**config.mk**
```make
export PLATFORM = sky130hd
export DESIGN_NAME = best_signal_cell_table_top_flat
export DESIGN_NICKNAME = d
export VERILOG_FILES = /design/src/bsct_pkg.sv /design/src/bsct_if.sv /design/src/bsct_ctrl.sv /design/src/bsct_dp.sv /design/src/best_signal_cell_table_top.sv /design/src/flat_wrapper.sv
export SDC_FILE = /design/constraint.sdc
export NUM_CORES = 1
export LEC_CHECK = 0
export ABC_AREA = 1
export BUFFER_PORTS_ARGS = -buffer_cell sky130_fd_sc_hd__buf_2
export CAP_MARGIN = 20
export CORE_MARGIN = 5
export CORE_UTILIZATION = 55
export DETAILED_ROUTE_END_ITERATION = 10
export PLACE_DENSITY = 0.72
export RECOVER_POWER = 100
export SLEW_MARGIN = 15
export SYNTH_ARGS = -nofsm -noshare
export SYNTH_HDL_FRONTEND = slang
export SYNTH_SLANG_ARGS = --single-unit
```
**constraint.sdc**
```tcl
create_clock -name clk -period 3.35 [get_ports clk]
set_input_delay 0 -clock clk [delete_from_list [all_inputs] [get_ports clk]]
set_output_delay 0 -clock clk [all_outputs]
set_load 0.01 [all_outputs]
```
**src/bsct_pkg.sv**
```systemverilog
// ----------------------------------------------------------------------------
// bsct_pkg
// Shared sizes, codes and controller/datapath bundles for the cell table.
// ----------------------------------------------------------------------------
package bsct_pkg;

  localparam int TABLE_DEPTH = 16;
  localparam int IDX_W       = $clog2(TABLE_DEPTH);
  localparam int CNT_W       = $clog2(TABLE_DEPTH + 1);
  localparam int ID_W        = 16;
  localparam int QUAL_W      = 7;
  localparam int STAT_W      = 2;

  localparam logic OP_INSERT = 1'b0;
  localparam logic OP_REMOVE = 1'b1;

  localparam logic [STAT_W-1:0] ST_DONE     = 2'd0;
  localparam logic [STAT_W-1:0] ST_FULL     = 2'd1;
  localparam logic [STAT_W-1:0] ST_NOTFOUND = 2'd2;

  // controller -> datapath
  typedef struct packed {
    logic start;   // latch request, clear scan state
    logic issue;   // read table entry at scan index, advance index
    logic commit;  // apply insert or remove to count and best
    logic emit;    // load result register
  } dp_cmd_t;

  // datapath -> controller
  typedef struct packed {
    logic empty;
    logic last_issue;
    logic out_free;
  } dp_sts_t;

endpackage

```
**src/bsct_if.sv**
```systemverilog
// ----------------------------------------------------------------------------
// bsct_if
// Valid/ready channels for request beats and result beats.
// ----------------------------------------------------------------------------
interface bsct_req_if;
  import bsct_pkg::*;
  logic              valid;
  logic              ready;
  logic              operation;
  logic [ID_W-1:0]   cell_id;
  logic [QUAL_W-1:0] quality;

  modport source (output valid, operation, cell_id, quality, input ready);
  modport sink   (input valid, operation, cell_id, quality, output ready);
endinterface

interface bsct_rsp_if;
  import bsct_pkg::*;
  logic              valid;
  logic              ready;
  logic              best_valid;
  logic [ID_W-1:0]   best_id;
  logic [QUAL_W-1:0] best_quality;
  logic [STAT_W-1:0] status;
  logic [CNT_W-1:0]  occupancy;

  modport source (output valid, best_valid, best_id, best_quality, status, occupancy,
                  input ready);
  modport sink   (input valid, best_valid, best_id, best_quality, status, occupancy,
                  output ready);
endinterface

```
**src/bsct_ctrl.sv**
```systemverilog
// ----------------------------------------------------------------------------
// bsct_ctrl
// Sequencer: accept, scan the table on remove, commit, hand off the result.
// ----------------------------------------------------------------------------
module bsct_ctrl
  import bsct_pkg::*;
(
  input  logic    clk,
  input  logic    rst_n,
  input  logic    in_valid,
  input  logic    in_op,
  output logic    in_ready,
  input  dp_sts_t sts,
  output dp_cmd_t cmd
);

  typedef enum logic [4:0] {
    S_IDLE  = 5'b00001,
    S_SCAN  = 5'b00010,
    S_DRAIN = 5'b00100,
    S_FIN   = 5'b01000,
    S_WB    = 5'b10000
  } state_t;

  state_t state_r, state_nxt;

  always_comb begin
    state_nxt  = state_r;
    cmd        = '0;
    in_ready   = 1'b0;
    unique case (state_r)
      S_IDLE: begin
        in_ready = 1'b1;
        if (in_valid) begin
          cmd.start = 1'b1;
          // an empty table has nothing to scan
          if (in_op == OP_REMOVE && !sts.empty) state_nxt = S_SCAN;
          else                                 state_nxt = S_FIN;
        end
      end
      S_SCAN: begin
        cmd.issue = 1'b1;
        if (sts.last_issue) state_nxt = S_DRAIN;
      end
      S_DRAIN: state_nxt = S_FIN;
      S_FIN: begin
        cmd.commit = 1'b1;
        state_nxt  = S_WB;
      end
      S_WB: begin
        if (sts.out_free) begin
          cmd.emit  = 1'b1;
          state_nxt = S_IDLE;
        end
      end
      default: state_nxt = S_IDLE;
    endcase
  end

  always_ff @(posedge clk) begin
    if (!rst_n) state_r <= S_IDLE;
    else        state_r <= state_nxt;
  end

endmodule

```
**src/bsct_dp.sv**
```systemverilog
// ----------------------------------------------------------------------------
// bsct_dp
// Cell table memory, count, cached best entry, scan pipeline, result register.
// ----------------------------------------------------------------------------
module bsct_dp
  import bsct_pkg::*;
(
  input  logic              clk,
  input  logic              rst_n,
  input  dp_cmd_t           cmd,
  output dp_sts_t           sts,
  input  logic              in_operation,
  input  logic [ID_W-1:0]   in_cell_id,
  input  logic [QUAL_W-1:0] in_quality,
  output logic              out_valid,
  input  logic              out_ready,
  output logic              out_best_valid,
  output logic [ID_W-1:0]   out_best_id,
  output logic [QUAL_W-1:0] out_best_quality,
  output logic [STAT_W-1:0] out_status,
  output logic [CNT_W-1:0]  out_occupancy
);

  logic [ID_W-1:0]   mem_id [TABLE_DEPTH];
  logic [QUAL_W-1:0] mem_q  [TABLE_DEPTH];

  logic              req_op_r;
  logic [ID_W-1:0]   req_id_r;
  logic [QUAL_W-1:0] req_q_r;

  logic [CNT_W-1:0]  count_r;
  logic [IDX_W-1:0]  best_slot_r;
  logic [ID_W-1:0]   best_id_r;
  logic [QUAL_W-1:0] best_q_r;
  logic [STAT_W-1:0] status_r;

  // scan pipeline: address issued, data registered and returned in the next cycle
  logic [IDX_W-1:0]  idx_r;
  logic              rv_r;
  logic [IDX_W-1:0]  ridx_r;
  logic [ID_W-1:0]   rd_id_r;
  logic [QUAL_W-1:0] rd_q_r;

  logic              found_r;
  logic [IDX_W-1:0]  hit_r;
  logic              cand_valid_r;
  logic [IDX_W-1:0]  cand_idx_r;
  logic [ID_W-1:0]   cand_id_r;
  logic [QUAL_W-1:0] cand_q_r;

  logic              out_valid_r;
  logic              out_best_valid_r;
  logic [ID_W-1:0]   out_best_id_r;
  logic [QUAL_W-1:0] out_best_q_r;
  logic [STAT_W-1:0] out_status_r;
  logic [CNT_W-1:0]  out_occ_r;

  logic              is_full;
  logic              is_hit;
  logic [IDX_W-1:0]  new_idx;
  logic              wr_en;
  logic [IDX_W-1:0]  wr_addr;
  logic [ID_W-1:0]   wr_id;
  logic [QUAL_W-1:0] wr_q;

  assign is_full = (count_r == CNT_W'(TABLE_DEPTH));
  assign is_hit  = rv_r && !found_r && (rd_id_r == req_id_r);
  // index of the streamed entry once the removed one is gone
  assign new_idx = found_r ? ridx_r - 1'b1 : ridx_r;

  assign sts.empty      = (count_r == '0);
  assign sts.last_issue = ((CNT_W'(idx_r) + 1'b1) == count_r);
  assign sts.out_free   = !out_valid_r || out_ready;

  // single write port: append on insert commit, shift down during remove scan
  always_comb begin
    wr_en   = 1'b0;
    wr_addr = ridx_r - 1'b1;
    wr_id   = rd_id_r;
    wr_q    = rd_q_r;
    if (cmd.commit && req_op_r == OP_INSERT && !is_full) begin
      wr_en   = 1'b1;
      wr_addr = count_r[IDX_W-1:0];
      wr_id   = req_id_r;
      wr_q    = req_q_r;
    end else if (rv_r && found_r) begin
      wr_en = 1'b1;
    end
  end

  always_ff @(posedge clk) begin
    if (wr_en) begin
      mem_id[wr_addr] <= wr_id;
      mem_q[wr_addr]  <= wr_q;
    end
    if (cmd.issue) begin
      rd_id_r <= mem_id[idx_r];
      rd_q_r  <= mem_q[idx_r];
    end
  end

  always_ff @(posedge clk) begin
    if (cmd.start) begin
      req_op_r <= in_operation;
      req_id_r <= in_cell_id;
      req_q_r  <= in_quality;
    end
    if (cmd.issue) ridx_r <= idx_r;
    if (is_hit) hit_r <= ridx_r;
    if (rv_r && !is_hit && (!cand_valid_r || rd_q_r > cand_q_r)) begin
      cand_idx_r <= new_idx;
      cand_id_r  <= rd_id_r;
      cand_q_r   <= rd_q_r;
    end
    if (cmd.emit) begin
      out_best_valid_r <= (count_r != '0);
      out_best_id_r    <= (count_r != '0) ? best_id_r : '0;
      out_best_q_r     <= (count_r != '0) ? best_q_r : '0;
      out_status_r     <= status_r;
      out_occ_r        <= count_r;
    end
  end

  always_ff @(posedge clk) begin
    if (!rst_n) begin
      count_r      <= '0;
      best_slot_r  <= '0;
      status_r     <= ST_DONE;
      idx_r        <= '0;
      rv_r         <= 1'b0;
      found_r      <= 1'b0;
      cand_valid_r <= 1'b0;
      out_valid_r  <= 1'b0;
    end else begin
      rv_r <= cmd.issue;
      if (cmd.start) begin
        idx_r        <= '0;
        found_r      <= 1'b0;
        cand_valid_r <= 1'b0;
      end else if (cmd.issue) begin
        idx_r <= idx_r + 1'b1;
      end
      if (is_hit) found_r <= 1'b1;
      if (rv_r && !is_hit) cand_valid_r <= 1'b1;

      if (cmd.commit) begin
        status_r <= ST_DONE;
        if (req_op_r == OP_INSERT) begin
          if (is_full) begin
            status_r <= ST_FULL;
          end else begin
            count_r <= count_r + 1'b1;
            if (count_r == '0 || req_q_r > best_q_r) begin
              best_slot_r <= count_r[IDX_W-1:0];
              best_id_r   <= req_id_r;
              best_q_r    <= req_q_r;
            end
          end
        end else if (!found_r) begin
          status_r <= ST_NOTFOUND;
        end else begin
          count_r <= count_r - 1'b1;
          priority if (count_r == CNT_W'(1)) begin
            best_slot_r <= '0;
          end else if (hit_r == best_slot_r) begin
            best_slot_r <= cand_idx_r;
            best_id_r   <= cand_id_r;
            best_q_r    <= cand_q_r;
          end else if (hit_r < best_slot_r) begin
            best_slot_r <= best_slot_r - 1'b1;
          end else begin
            best_slot_r <= best_slot_r;
          end
        end
      end

      if (cmd.emit)       out_valid_r <= 1'b1;
      else if (out_ready) out_valid_r <= 1'b0;
    end
  end

  assign out_valid        = out_valid_r;
  assign out_best_valid   = out_best_valid_r;
  assign out_best_id      = out_best_id_r;
  assign out_best_quality = out_best_q_r;
  assign out_status       = out_status_r;
  assign out_occupancy    = out_occ_r;

`ifndef SYNTH
  a_count_bound: assert property (@(posedge clk) disable iff (!rst_n)
    count_r <= CNT_W'(TABLE_DEPTH))
    else $error("table count above depth");

  a_best_in_table: assert property (@(posedge clk) disable iff (!rst_n)
    count_r != '0 |-> CNT_W'(best_slot_r) < count_r)
    else $error("best slot outside occupied entries");

  a_full_status: assert property (@(posedge clk) disable iff (!rst_n)
    out_valid_r && out_status_r == ST_FULL |-> out_occ_r == CNT_W'(TABLE_DEPTH))
    else $error("full status with free entries");

  a_hit_once: assert property (@(posedge clk) disable iff (!rst_n)
    found_r && rv_r |-> !is_hit)
    else $error("second match taken during remove scan");

  a_valid_occ: assert property (@(posedge clk) disable iff (!rst_n)
    out_valid_r |-> out_best_valid_r == (out_occ_r != '0))
    else $error("best valid disagrees with occupancy");
`endif

endmodule

```
**src/best_signal_cell_table_top.sv**
```systemverilog
// ----------------------------------------------------------------------------
// best_signal_cell_table_top
// Ordered table of up to TABLE_DEPTH cells with best-quality tracking.
// ----------------------------------------------------------------------------
// Usage:
//   in_bus carries one request per beat: insert (operation 0) appends a cell,
//   remove (operation 1) takes out the earliest cell with that identifier.
//   out_bus returns one result beat per request: best cell, status, occupancy.
// Sequencing:
//   Insert, or remove on an empty table: the accepted request is committed,
//   then its result is loaded into the output register once that is free;
//   the next request is taken after the load. Remove: the table is scanned
//   and the last read drains before commit and load. One pass over the
//   table memory, one entry per cycle, finds the match, shifts later entries
//   down and picks the new best. One request is in flight at a time.
// Reset:
//   rst_n low clears the count and best slot; the table is empty afterwards.
// Stalls:
//   A result waits in the output register while out_bus.ready is low; the
//   next request is still accepted and worked, and its result is held back
//   until the register frees.
// ----------------------------------------------------------------------------
module best_signal_cell_table_top
  import bsct_pkg::*;
(
  input  logic clk,
  input  logic rst_n,
  bsct_req_if.sink   in_bus,
  bsct_rsp_if.source out_bus
);

  dp_cmd_t cmd;
  dp_sts_t sts;

  bsct_ctrl u_ctrl (
    .clk      (clk),
    .rst_n    (rst_n),
    .in_valid (in_bus.valid),
    .in_op    (in_bus.operation),
    .in_ready (in_bus.ready),
    .sts      (sts),
    .cmd      (cmd)
  );

  bsct_dp u_dp (
    .clk              (clk),
    .rst_n            (rst_n),
    .cmd              (cmd),
    .sts              (sts),
    .in_operation     (in_bus.operation),
    .in_cell_id       (in_bus.cell_id),
    .in_quality       (in_bus.quality),
    .out_valid        (out_bus.valid),
    .out_ready        (out_bus.ready),
    .out_best_valid   (out_bus.best_valid),
    .out_best_id      (out_bus.best_id),
    .out_best_quality (out_bus.best_quality),
    .out_status       (out_bus.status),
    .out_occupancy    (out_bus.occupancy)
  );

endmodule

```
**src/flat_wrapper.sv**
```systemverilog
// flat-port wrapper written by rule: the top's interface ports become plain ports
module best_signal_cell_table_top_flat import bsct_pkg::*;
  (clk, rst_n, in_bus_valid, in_bus_operation, in_bus_cell_id, in_bus_quality, in_bus_ready, out_bus_valid, out_bus_best_valid, out_bus_best_id, out_bus_best_quality, out_bus_status, out_bus_occupancy, out_bus_ready);
  bsct_req_if in_bus_i ();
  bsct_rsp_if out_bus_i ();
  input  logic clk;
  input  logic rst_n;
  input wire logic [$bits(in_bus_i.valid)-1:0] in_bus_valid;
  input wire logic [$bits(in_bus_i.operation)-1:0] in_bus_operation;
  input wire logic [$bits(in_bus_i.cell_id)-1:0] in_bus_cell_id;
  input wire logic [$bits(in_bus_i.quality)-1:0] in_bus_quality;
  output wire logic [$bits(in_bus_i.ready)-1:0] in_bus_ready;
  output wire logic [$bits(out_bus_i.valid)-1:0] out_bus_valid;
  output wire logic [$bits(out_bus_i.best_valid)-1:0] out_bus_best_valid;
  output wire logic [$bits(out_bus_i.best_id)-1:0] out_bus_best_id;
  output wire logic [$bits(out_bus_i.best_quality)-1:0] out_bus_best_quality;
  output wire logic [$bits(out_bus_i.status)-1:0] out_bus_status;
  output wire logic [$bits(out_bus_i.occupancy)-1:0] out_bus_occupancy;
  input wire logic [$bits(out_bus_i.ready)-1:0] out_bus_ready;
  assign in_bus_i.valid = in_bus_valid;
  assign in_bus_i.operation = in_bus_operation;
  assign in_bus_i.cell_id = in_bus_cell_id;
  assign in_bus_i.quality = in_bus_quality;
  assign in_bus_ready = in_bus_i.ready;
  assign out_bus_valid = out_bus_i.valid;
  assign out_bus_best_valid = out_bus_i.best_valid;
  assign out_bus_best_id = out_bus_i.best_id;
  assign out_bus_best_quality = out_bus_i.best_quality;
  assign out_bus_status = out_bus_i.status;
  assign out_bus_occupancy = out_bus_i.occupancy;
  assign out_bus_i.ready = out_bus_ready;
  best_signal_cell_table_top u_core (.clk(clk), .rst_n(rst_n), .in_bus(in_bus_i), .out_bus(out_bus_i));
endmodule
```
After elaboration in Yosys (flattened, before gate mapping):

Memories as Yosys holds them, arrays and structs flattened. A register that Yosys moved wholly into a read port is not among the register bits.
Cells that the tools add are included.

* bits in registers: 137
* RAM bits: 368
* input bits: 28
* logic and storage cells: 133
* memories: 2

Memories
* u_core.u_dp.mem_id: words 16, width 16, read ports 1, clocked after memory_dff 1, write ports 1, line bsct_dp.sv:24 `logic [ID_W-1:0] mem_id [TABLE_DEPTH];`
* u_core.u_dp.mem_q: words 16, width 7, read ports 1, clocked after memory_dff 1, write ports 1, line bsct_dp.sv:25 `logic [QUAL_W-1:0] mem_q [TABLE_DEPTH];`

* add/sub/neg operators: 6
* order comparisons: 3
* equal/unequal tests: 18
* muxes and demuxes: 50
* bitwise logic cells: 2
* reduce and logical (&&, ||, !) cells: 28

Operators with widths (count)
* two-way mux 16 bit: 7
* two-way mux 7 bit: 7
* two-way mux 4 bit: 10
* two-way mux 5 bit: 6
* case mux 5 bit (5 select lines): 1
* two-way mux 1 bit: 17
* == test 16 bit: 1
* > comparator 7 bit: 2
* == test 5 x 1 -> 1 bit (second input constant): 2
* == test 5 bit (second input constant): 2
* logical AND 1 bit: 8
* inequality test 2 x 1 -> 1 bit (second input constant): 4
* nonzero test 2 bit: 4
* subtractor 4 x 1 -> 4 bit (second input constant): 2
* AND reduction 7 bit: 1
* logical NOT 1 bit: 6
* inequality test 2 bit (second input constant): 3
* AND reduction 3 bit: 2
* adder 4 x 1 -> 5 bit (second input constant): 1
* adder 5 x 1 -> 5 bit (second input constant): 1
* == test 5 x 2 -> 1 bit (second input constant): 1
* == test 5 x 3 -> 1 bit (second input constant): 1
* == test 5 x 4 -> 1 bit (second input constant): 1
* == test 5 bit: 1
* 12 further kinds: 16

Depth between registers and ports, before layout:

Gate-level depths: netlist of run 1.

* depth in word-level cells: 7
* depth in mapped cells: 12

Hierarchy:

From an unflattened synthesis of run 1, not the netlist that was laid out.

* cell total of the unflattened synthesis: 1811
* area total of the unflattened synthesis: 21857.2 sq um

By module, submodules not included
* bsct_dp: times used 1, cells an instance 1759, area an instance 21519.4 sq um
* bsct_ctrl: times used 1, cells an instance 52, area an instance 337.8 sq um

Worst setup path before layout of run 1:

No wires, ideal clock.

* kind: register to register
* start: reg u_core.u_dp.count_r[1]
* end: mem u_core.u_dp.mem_id[11][0], enable pin
* arrival time: 2.424 ns
* slack: 0.524 ns
* stages on the path, launching flop included: 12
* buffers on the path: 0
* period minus slack after synthesis: 2.826 ns
* path through: dfxtp_1 inv_1 ha_1 nand2_1 nor2_1 nor2_2 nand2_4 nand2_1 nand2_2 inv_1 nand3_1 nor2_1

* longest elaborated chain between the ends: 6
* elaborated cells between the ends (all ways): 7
* classes of those cells: eq/ne: 1; mux: 4; reduce/logical: 2

Ends and longest elaborated chain
* start, declared: line bsct_dp.sv:31 `logic [CNT_W-1:0] count_r;`
* start signal, assigned: line bsct_dp.sv:152 `count_r <= count_r + 1'b1;`
* start signal, assigned: line bsct_dp.sv:162 `count_r <= count_r - 1'b1;`
* == test 5 bit: line bsct_dp.sv:66 `assign is_full = (count_r == CNT_W'(TABLE_DEPTH));`
* logical NOT 1 bit: line bsct_dp.sv:81 `if (cmd.commit && req_op_r == OP_INSERT && !is_full) begin`
* logical AND 1 bit: line bsct_dp.sv:81
* two-way mux 1 bit: line bsct_dp.sv:81
* two-way mux 1 bit: line bsct_dp.sv:92 `if (wr_en) begin`
* two-way mux 1 bit (not written as such): line bsct_dp.sv:93 `mem_id[wr_addr] <= wr_id;`
* end, declared: line bsct_dp.sv:24

Parallel ways exist; a longest one is shown, timed or not.

Final worst setup path of run 1:

* start: reg u_core.u_dp.count_r[1]
* end: mem u_core.u_dp.mem_id[3][7], enable pin

The elaborated chain is that of the path after synthesis.

==> load_flow_metrics.sql, run 1 <==
INSERT INTO impl_metrics (metric_group, metric, value, unit) VALUES
('critical_path', 'cell_by_cell_listing_of_the_critical_path', 'inv_1, ha_1, nand2_1, nor2_1, nor2_1, nand2_4, o21ai_2, nand3_1, nor2_2, clkbuf_2', ''),
('die', 'core-area', '39460', 'um^2'),
('sta', 'totalNegativeSetupSlack', '0', 'ns'),
('global_routing', 'gr-usage-met2', '0.3584', ''),
('routing', 'final_antenna_net_count', '0', ''),
('status', 'failed_checks', 'capacitance limit, slew limit', ''),
('critical_path', 'max_stage_delay', '0.59', 'ns'),
('logic_synthesis', 'yosys_register_bits', '528', ''),
('logic_synthesis', 'synth_ff_type', 'sky130_fd_sc_hd__edfxtp_1', ''),
('critical_path', 'cp-end-kind', 'flip-flop', ''),
('logic_synthesis', 'synth_top_cell_by_area', 'sky130_fd_sc_hd__edfxtp_1', ''),
('cells_and_area', 'share_of_post_route_cells_with_drive_strength_above_1', '0.08687', ''),
('flow_run', 'timing.max_cap.violations', '4', ''),
('global_routing', 'met1_usage', '0.3247', ''),
('routing', 'dr_vias', '14280', ''),
('critical_path', 'timing.critical_path.required', '3.57', 'ns'),
('logic_synthesis', 'netlist-cell-type-count', '39', ''),
('power', 'leakagePower', '8.617', 'nW'),
('global_routing', 'gr-max-usage-layer', 'met2', ''),
('clock_tree', 'clk_latency', '0.60', 'ns'),
('sta', 'timing.final.crit_period', '3.040', 'ns'),
('die', 'initial_core_util', '0.5532', ''),
('logic_synthesis', 'yosysWarningCount', '0', ''),
('die', 'fp.dieH', '209.2', 'um'),
('die', 'die_area', '43770', 'um^2'),
('sta', 'slew_headroom', '-0.2322', ''),
('critical_path', 'crit_path_max_fanout', '23', ''),
('logic_synthesis', 'synthesis.instances', '1823', ''),
('placement', 'dp_hpwl', '30260', 'um'),
('global_routing', 'antenna_found_initial', '0', ''),
('cells_and_area', 'multiInputGateArea', '5298', 'um^2'),
('critical_path', 'worst_ep_arrival_time', '3.26', 'ns'),
('logic_synthesis', 'synthTopCellsByArea', 'sky130_fd_sc_hd__edfxtp_1 69%, sky130_fd_sc_hd__nor2_1 6.1%, sky130_fd_sc_hd__o21ai_0 5.9%', ''),
('sta', 'worst_pin_slew', '1.848', 'ns'),
('logic_synthesis', 'number_of_enable_type_register_cells_in_the_synthesized_netlist', '504', ''),
('clock_tree', 'post-cts-setup-buffers', '0', ''),
('die', 'number_of_core_rows', '73', ''),
('placement', 'place.gp.congestion', '0.8911', ''),
('sta', 'slew_violations', '113', ''),
('global_routing', 'first_pass_grt_wire_length', '77630', 'um'),
('routing', 'drt_first_iter_violations', '1681', ''),
('routing', 'total_wire_length_after_detailed_routing', '50270', 'um'),
('cells_and_area', 'layout.nets', '1991', ''),
('critical_path', 'crit_family', 'simple AND/OR/NAND/NOR gates', ''),
('clock_tree', 'cts.root.buffer_cell', 'sky130_fd_sc_hd__clkbuf_16', ''),
('critical_path', 'cell_with_the_largest_stage_delay_on_the_worst_path', 'sky130_fd_sc_hd__clkbuf_2', ''),
('sta', 'finalWorstSetupSlack', '0.3098', 'ns'),
('cells_and_area', 'num_antenna_cells', '0', ''),
('die', 'floorplan.die.width', '209.2', 'um'),
('power', 'power.density_cell_area', '610.3', 'nW/um^2'),
('clock_tree', 'clock-sinks', '528', ''),
('routing', 'post_drt_via_cell_ratio', '5.700', ''),
('logic_synthesis', 'mappedNetlistNets', '1876', ''),
('routing', 'detail_route.first_pass.iterations', '5', ''),
('status', 'status', 'complete, but fails checks', ''),
('sta', 'report.final.setup_viol', '0', ''),
('clock_tree', 'cts_htree_levels', '2', ''),
('routing', 'drc', '0', ''),
('routing', 'routedWlPerCell', '20.07', 'um'),
('sta', 'skew', '0.01547', 'ns'),
('logic_synthesis', 'asyncSetResetFlopFracSynth', '0', ''),
('critical_path', 'timing.critical_path.mode_cell', 'sky130_fd_sc_hd__nor2_1', ''),
('cells_and_area', 'ff_latch_area', '15620', 'um^2'),
('global_routing', 'pin_count_of_the_biggest_net_entering_global_routing', '111', ''),
('logic_synthesis', 'synth_most_common_cell', 'sky130_fd_sc_hd__edfxtp_1', ''),
('min_path', 'min_path_type', 'input pin to flip-flop', ''),
('cells_and_area', 'fin_util', '0.6244', ''),
('logic_synthesis', 'synthTopCellsByCount', '504 x sky130_fd_sc_hd__edfxtp_1, 352 x sky130_fd_sc_hd__nor2_1, 256 x sky130_fd_sc_hd__o21ai_0', ''),
('sta', 'fin_crit_sh', '0.9075', ''),
('clock_tree', 'tritoncts.num_buffers', '52', ''),
('logic_synthesis', 'synth_area', '21830', 'um^2');
==> cells by family (layout without fill, tap and decap cells) <==
kind of cell,count (synthesis),count (layout),share of synthesized area
simple gates,646,646,0.1195
flops,528,528,0.7154
compound gates,407,407,0.1048
buf+inv,209,366,0.04276
fa+ha+maj,25,25,0.01433
xor+xnor,8,8,0.003210
==> layout make-up <==
type,instances,share of cell area
Sequential cell,528,0.6340
Multi-Input combinational cell,1086,0.2150
Clock buffer,63,0.05449
Timing Repair Buffer,153,0.03880
Tap cell,525,0.02666
Inverter,117,0.01803
Clock inverter,33,0.01295
==> stage by stage <==
stage	instance area (um^2)	std cells
after floorplan	21830	1823
after CTS	24860	2505
after global routing	24640	2505
after global placement	22900	2380
after detailed placement	22900	2380
final	24640	2505
==> registers in the layout, indices dropped and copies added (netlist names), 16 cells and up <==
name and count:
u_core.u_dp.best_id_r 16, u_core.u_dp.cand_id_r 16, u_core.u_dp.mem_id 256, u_core.u_dp.req_id_r 16
u_core.u_dp.out_best_id 16, u_core.u_dp.mem_q 112, u_core.u_dp.rd_id_r 16
==> power by group <==
group          switching, mW  internal, mW
clock network           2.41          3.25
logic                   1.19         0.420
registers              0.125          7.63
total                   3.73          11.3
==> cell usage in the layout (no fill, tap or decap), drive strengths merged, types with 25 or more instances in the layout <==
cell	netlist	final
edfxtp	504	504
nor2	357	357
o21ai	280	280
nand2	210	210
clkbuf	46	138
inv	116	119
o211ai	93	93
nand3	57	57
buf	46	49
a21oi	30	30
dlygate4sd3	0	29
ha	25	25
==> worst register-to-register path, delay by kind of cell, from the launching register on <==
| family | cells | cell delay [ns] |
|---|---|---|
| AO/OA/AOI/OAI | 1 | 0.23 |
| adder cells (fa/ha/maj) | 1 | 0.24 |
| buffers and inverters | 2 | 0.79 |
| flip-flops | 1 | 0.48 |
| AND/OR/NAND/NOR | 6 | 0.90 |
==> path summary, 6_finish.rpt <==
check	start	to	slack, ns	depth (start not counted)
max reg2reg	u_core.u_dp.count_r[1]	u_core.u_dp.mem_id[3][7]	0.31	10
min	in_bus_quality[5]	u_core.u_dp.req_q_r[5]	0.12	2
max	u_core.u_dp.count_r[1]	u_core.u_dp.mem_id[3][7]	0.31	10
min reg2reg	u_core.u_dp.status_r[0]	u_core.u_dp.out_status[0]	0.44	0
==> layer usage <==
metal  share of wire  vias up  wire length, um
met5               0        -                0
met4           0.022        0             1115
met3           0.090       86             4518
met2            0.47      675            23570
met1            0.42     6842            21070
li1                -     6675                -
==> timing repair <==
action,in CTS,in global routing
gates resized for setup,0,0
endpoints found under the hold margin,44,0
hold buffers,29,0
Note: power is estimated with default switching activity, not from simulation.
==> run 2: changes to the inputs <==
- clock period: 3.35 -> 3.5 ns (I/O delays scaled with it)
==> run 2 against run 1 <==
The flow still finishes with violations (capacitance limit, slew limit). Design area up 0.21%. Sequential power down 4.3%. Via count down 0.13%. Die area unchanged. Clock power up 0.7%. Non-clock buffer count down 7. Clock-buffer cell count up 2. Combinational power down 5%.
==> load_flow_metrics.sql, run 2 (same netlist as run 1, synthesis figures left out) <==
INSERT INTO impl_metrics (metric_group, metric, value, unit) VALUES
('die', 'fp.dieH', '209.2', 'um'),
('routing', 'dr_vias', '14260', ''),
('routing', 'drc', '0', ''),
('die', 'floorplan.die.width', '209.2', 'um'),
('cells_and_area', 'instances_no_fill', '2498', ''),
('status', 'failed_checks', 'capacitance limit, slew limit', ''),
('critical_path', 'worstSetupPathType', 'flip-flop to flip-flop', ''),
('sta', 'timing.final.crit_period', '3.113', 'ns'),
('cells_and_area', 'area_growth_syn_to_layout', '13.10', '%'),
('clock_tree', 'cts.root.buffer_cell', 'sky130_fd_sc_hd__clkbuf_16', ''),
('clock_tree', 'clockBufferDepth', '3', ''),
('die', 'design.portCount', '61', ''),
('critical_path', 'crit_path_max_fanout', '23', ''),
('routing', 'detail_route.first_pass.iterations', '6', ''),
('min_path', 'min_path_type', 'input pin to flip-flop', ''),
('sta', 'slew_violations', '58', ''),
('cells_and_area', 'regMostFlops', 'u_core.u_dp.mem_id', ''),
('cells_and_area', 'mostFrequentLayoutCells', '504 x sky130_fd_sc_hd__edfxtp_1, 339 x sky130_fd_sc_hd__nor2_1, 260 x sky130_fd_sc_hd__o21ai_0', ''),
('global_routing', 'gr-usage-all-layers', '0.2211', ''),
('clock_tree', 'clock-sinks', '528', ''),
('min_path', 'hp-start', 'in_bus_quality[6]', ''),
('sta', 'totalNegativeSetupSlack', '0', 'ns'),
('sta', 'report.final.setup_viol', '0', ''),
('cells_and_area', 'layout_commonest_cell', 'sky130_fd_sc_hd__edfxtp_1', ''),
('clock_tree', 'tritoncts.num_buffers', '53', ''),
('clock_tree', 'clock_tree_from_tritoncts', 'yes', ''),
('global_routing', 'first_pass_grt_wire_length', '76160', 'um'),
('sta', 'hold_viol', '0', ''),
('sta', 'max_freq', '0.3213', 'GHz'),
('critical_path', 'reg2reg_depth', '12', ''),
('placement', 'post_dp_cell_area', '22850', 'um^2'),
('sta', 'finalWorstSetupSlack', '0.3875', 'ns'),
('global_routing', 'grt.overflow.total', '0', ''),
('flow_run', 'timing.max_cap.violations', '2', ''),
('routing', 'post_drt_via_cell_ratio', '5.709', ''),
('status', 'status', 'complete, but fails checks', ''),
('placement', 'dp_hpwl', '30180', 'um'),
('sta', 'slew_headroom', '-0.1609', ''),
('routing', 'total_wire_length_after_detailed_routing', '49290', 'um'),
('cells_and_area', 'num_antenna_cells', '0', ''),
('cells_and_area', 'fin_area', '24690', 'um^2'),
('cells_and_area', 'largest_register_ff_count', '256', ''),
('min_path', 'timing.hold.worst_endpoint', 'u_core.u_dp.req_q_r[6]', ''),
('power', 'peak_vdd_ir', '0.4606', 'mV'),
('critical_path', 'cp-end-kind', 'flip-flop', ''),
('global_routing', 'antenna_found_initial', '0', ''),
('die', 'die_area', '43770', 'um^2'),
('placement', 'numPlacedInstances', '2373', ''),
('die', 'core-area', '39460', 'um^2'),
('critical_path', 'regToRegStartpoint', 'u_core.u_dp.count_r[1]', ''),
('clock_tree', 'clk_latency', '0.60', 'ns'),
('critical_path', 'crit-reg2reg-capture', 'u_core.u_dp.mem_id[7][14]', ''),
('placement', 'detailedPlace.worstSlack', '0.7588', 'ns'),
('die', 'number_of_core_rows', '73', ''),
('cells_and_area', 'share_of_post_route_cells_with_drive_strength_above_1', '0.08515', ''),
('cells_and_area', 'largestRegisters', 'u_core.u_dp.mem_id: 256 flops, u_core.u_dp.mem_q: 112 flops', ''),
('critical_path', 'register_to_register_setup_slack', '0.39', 'ns'),
('global_routing', 'pin_count_of_the_biggest_net_entering_global_routing', '191', ''),
('global_routing', 'via_count_of_the_first_global_routing_pass', '13700', ''),
('placement', 'place.gp.congestion', '0.9096', ''),
('clock_tree', 'cts.reportedPaths.clkPinSlew', '0.06', 'ns'),
('sta', 'grt_setup_unrepaired', 'false', ''),
('clock_tree', 'post-cts-setup-buffers', '0', ''),
('placement', 'portBuffers', '60', ''),
('cells_and_area', 'layout.nets', '1985', ''),
('die', 'initial_core_util', '0.5532', ''),
('routing', 'final_antenna_net_count', '0', ''),
('clock_tree', 'cts_htree_levels', '2', ''),
('power', 'leakagePower', '8.636', 'nW'),
('sta', 'fin_crit_sh', '0.8893', ''),
('critical_path', 'start_kind', 'flip-flop', ''),
('sta', 'worst_pin_slew', '1.741', 'ns'),
('sta', 'skew', '0.02165', 'ns'),
('power', 'power.density_cell_area', '594.0', 'nW/um^2'),
('critical_path', 'worst_ep_arrival_time', '3.33', 'ns'),
('routing', 'drt_first_iter_violations', '1698', ''),
('routing', 'routedWlPerCell', '19.73', 'um'),
('min_path', 'hold_path_depth', '2', ''),
('critical_path', 'timing.critical_path.required', '3.72', 'ns');
==> run 2: how the worst max path moves through the flow <==
stage | start | to | slack, ns | cells after the start
floorplan | u_core.u_dp.count_r[1] | u_core.u_dp.mem_id[11][0] | 0.67 | 11
global placement | u_core.u_dp.count_r[1] | u_core.u_dp.mem_id[10][0] | 0.89 | 12
detailed placement | u_core.u_dp.count_r[1] | u_core.u_dp.mem_q[10][4] | 0.76 | 12
CTS | u_core.u_dp.count_r[1] | u_core.u_dp.mem_id[0][1] | 0.65 | 8
global route | u_core.u_dp.count_r[1] | u_core.u_dp.mem_id[7][11] | 0.21 | 12
finish | u_core.u_dp.count_r[1] | u_core.u_dp.mem_id[7][14] | 0.39 | 12
==> run 2: final cells by class <==
type                       instances  area, um^2
sequential                       528       15620
fill                            2999       14770
multi-input combinational       1086        5298
clock buffer                      65        1381
timing repair buffer             146       900.9
tap                              525       656.9
inverter                         117       444.2
clock inverter                    31       389.1
==> run 2: what timing repair did <==
item                      4_1_cts  5_1_grt
hold buffers                   29        0
hold endpoints to repair       44        0
resized for setup               0        0
==> run 2: report_power, final <==
part | switching [mW] | leakage (nW) | internal, mW | total [mW]
Sequential | 0.121 | 4.75 | 7.31 | 7.43
Combinational | 1.13 | 3.03 | 0.396 | 1.53
Clock | 2.36 | 0.855 | 3.34 | 5.71
Total | 3.62 | 8.64 | 11.0 | 14.7
==> run 2: metrics by stage <==
step	hold slack [ns]	power (mW)	utilization
6_report	0.1148	14.67	0.6257
5_1_grt	0.1095	15.18	0.6257
4_1_cts	0.08496	14.77	0.6313
3_5_place_dp	0.1787	9.072	0.5791
3_3_place_gp	0.1798	9.030	0.5791
2_1_floorplan	0.09887	8.525	-
==> run 2: metal layers <==
layer  global-route usage  wire (um)
met3              0.03063       3746
met5                    0          0
met2               0.3446      22780
met1               0.3264      21420
met4              0.07223       1339
==> run 2: critical path, stage by stage, from the launching register on <==
cell and delay, ns:
sky130_fd_sc_hd__dfxtp_1 0.46, sky130_fd_sc_hd__inv_1 0.19, sky130_fd_sc_hd__ha_1 0.24, sky130_fd_sc_hd__nand2_1 0.07, sky130_fd_sc_hd__nor2_1 0.06, sky130_fd_sc_hd__nor2_1 0.25
sky130_fd_sc_hd__nand2_4 0.19, sky130_fd_sc_hd__nand2_1 0.13, sky130_fd_sc_hd__o21ai_2 0.10, sky130_fd_sc_hd__inv_1 0.11, sky130_fd_sc_hd__nand2_1 0.15, sky130_fd_sc_hd__nor2_2 0.14
sky130_fd_sc_hd__clkbuf_2 0.63
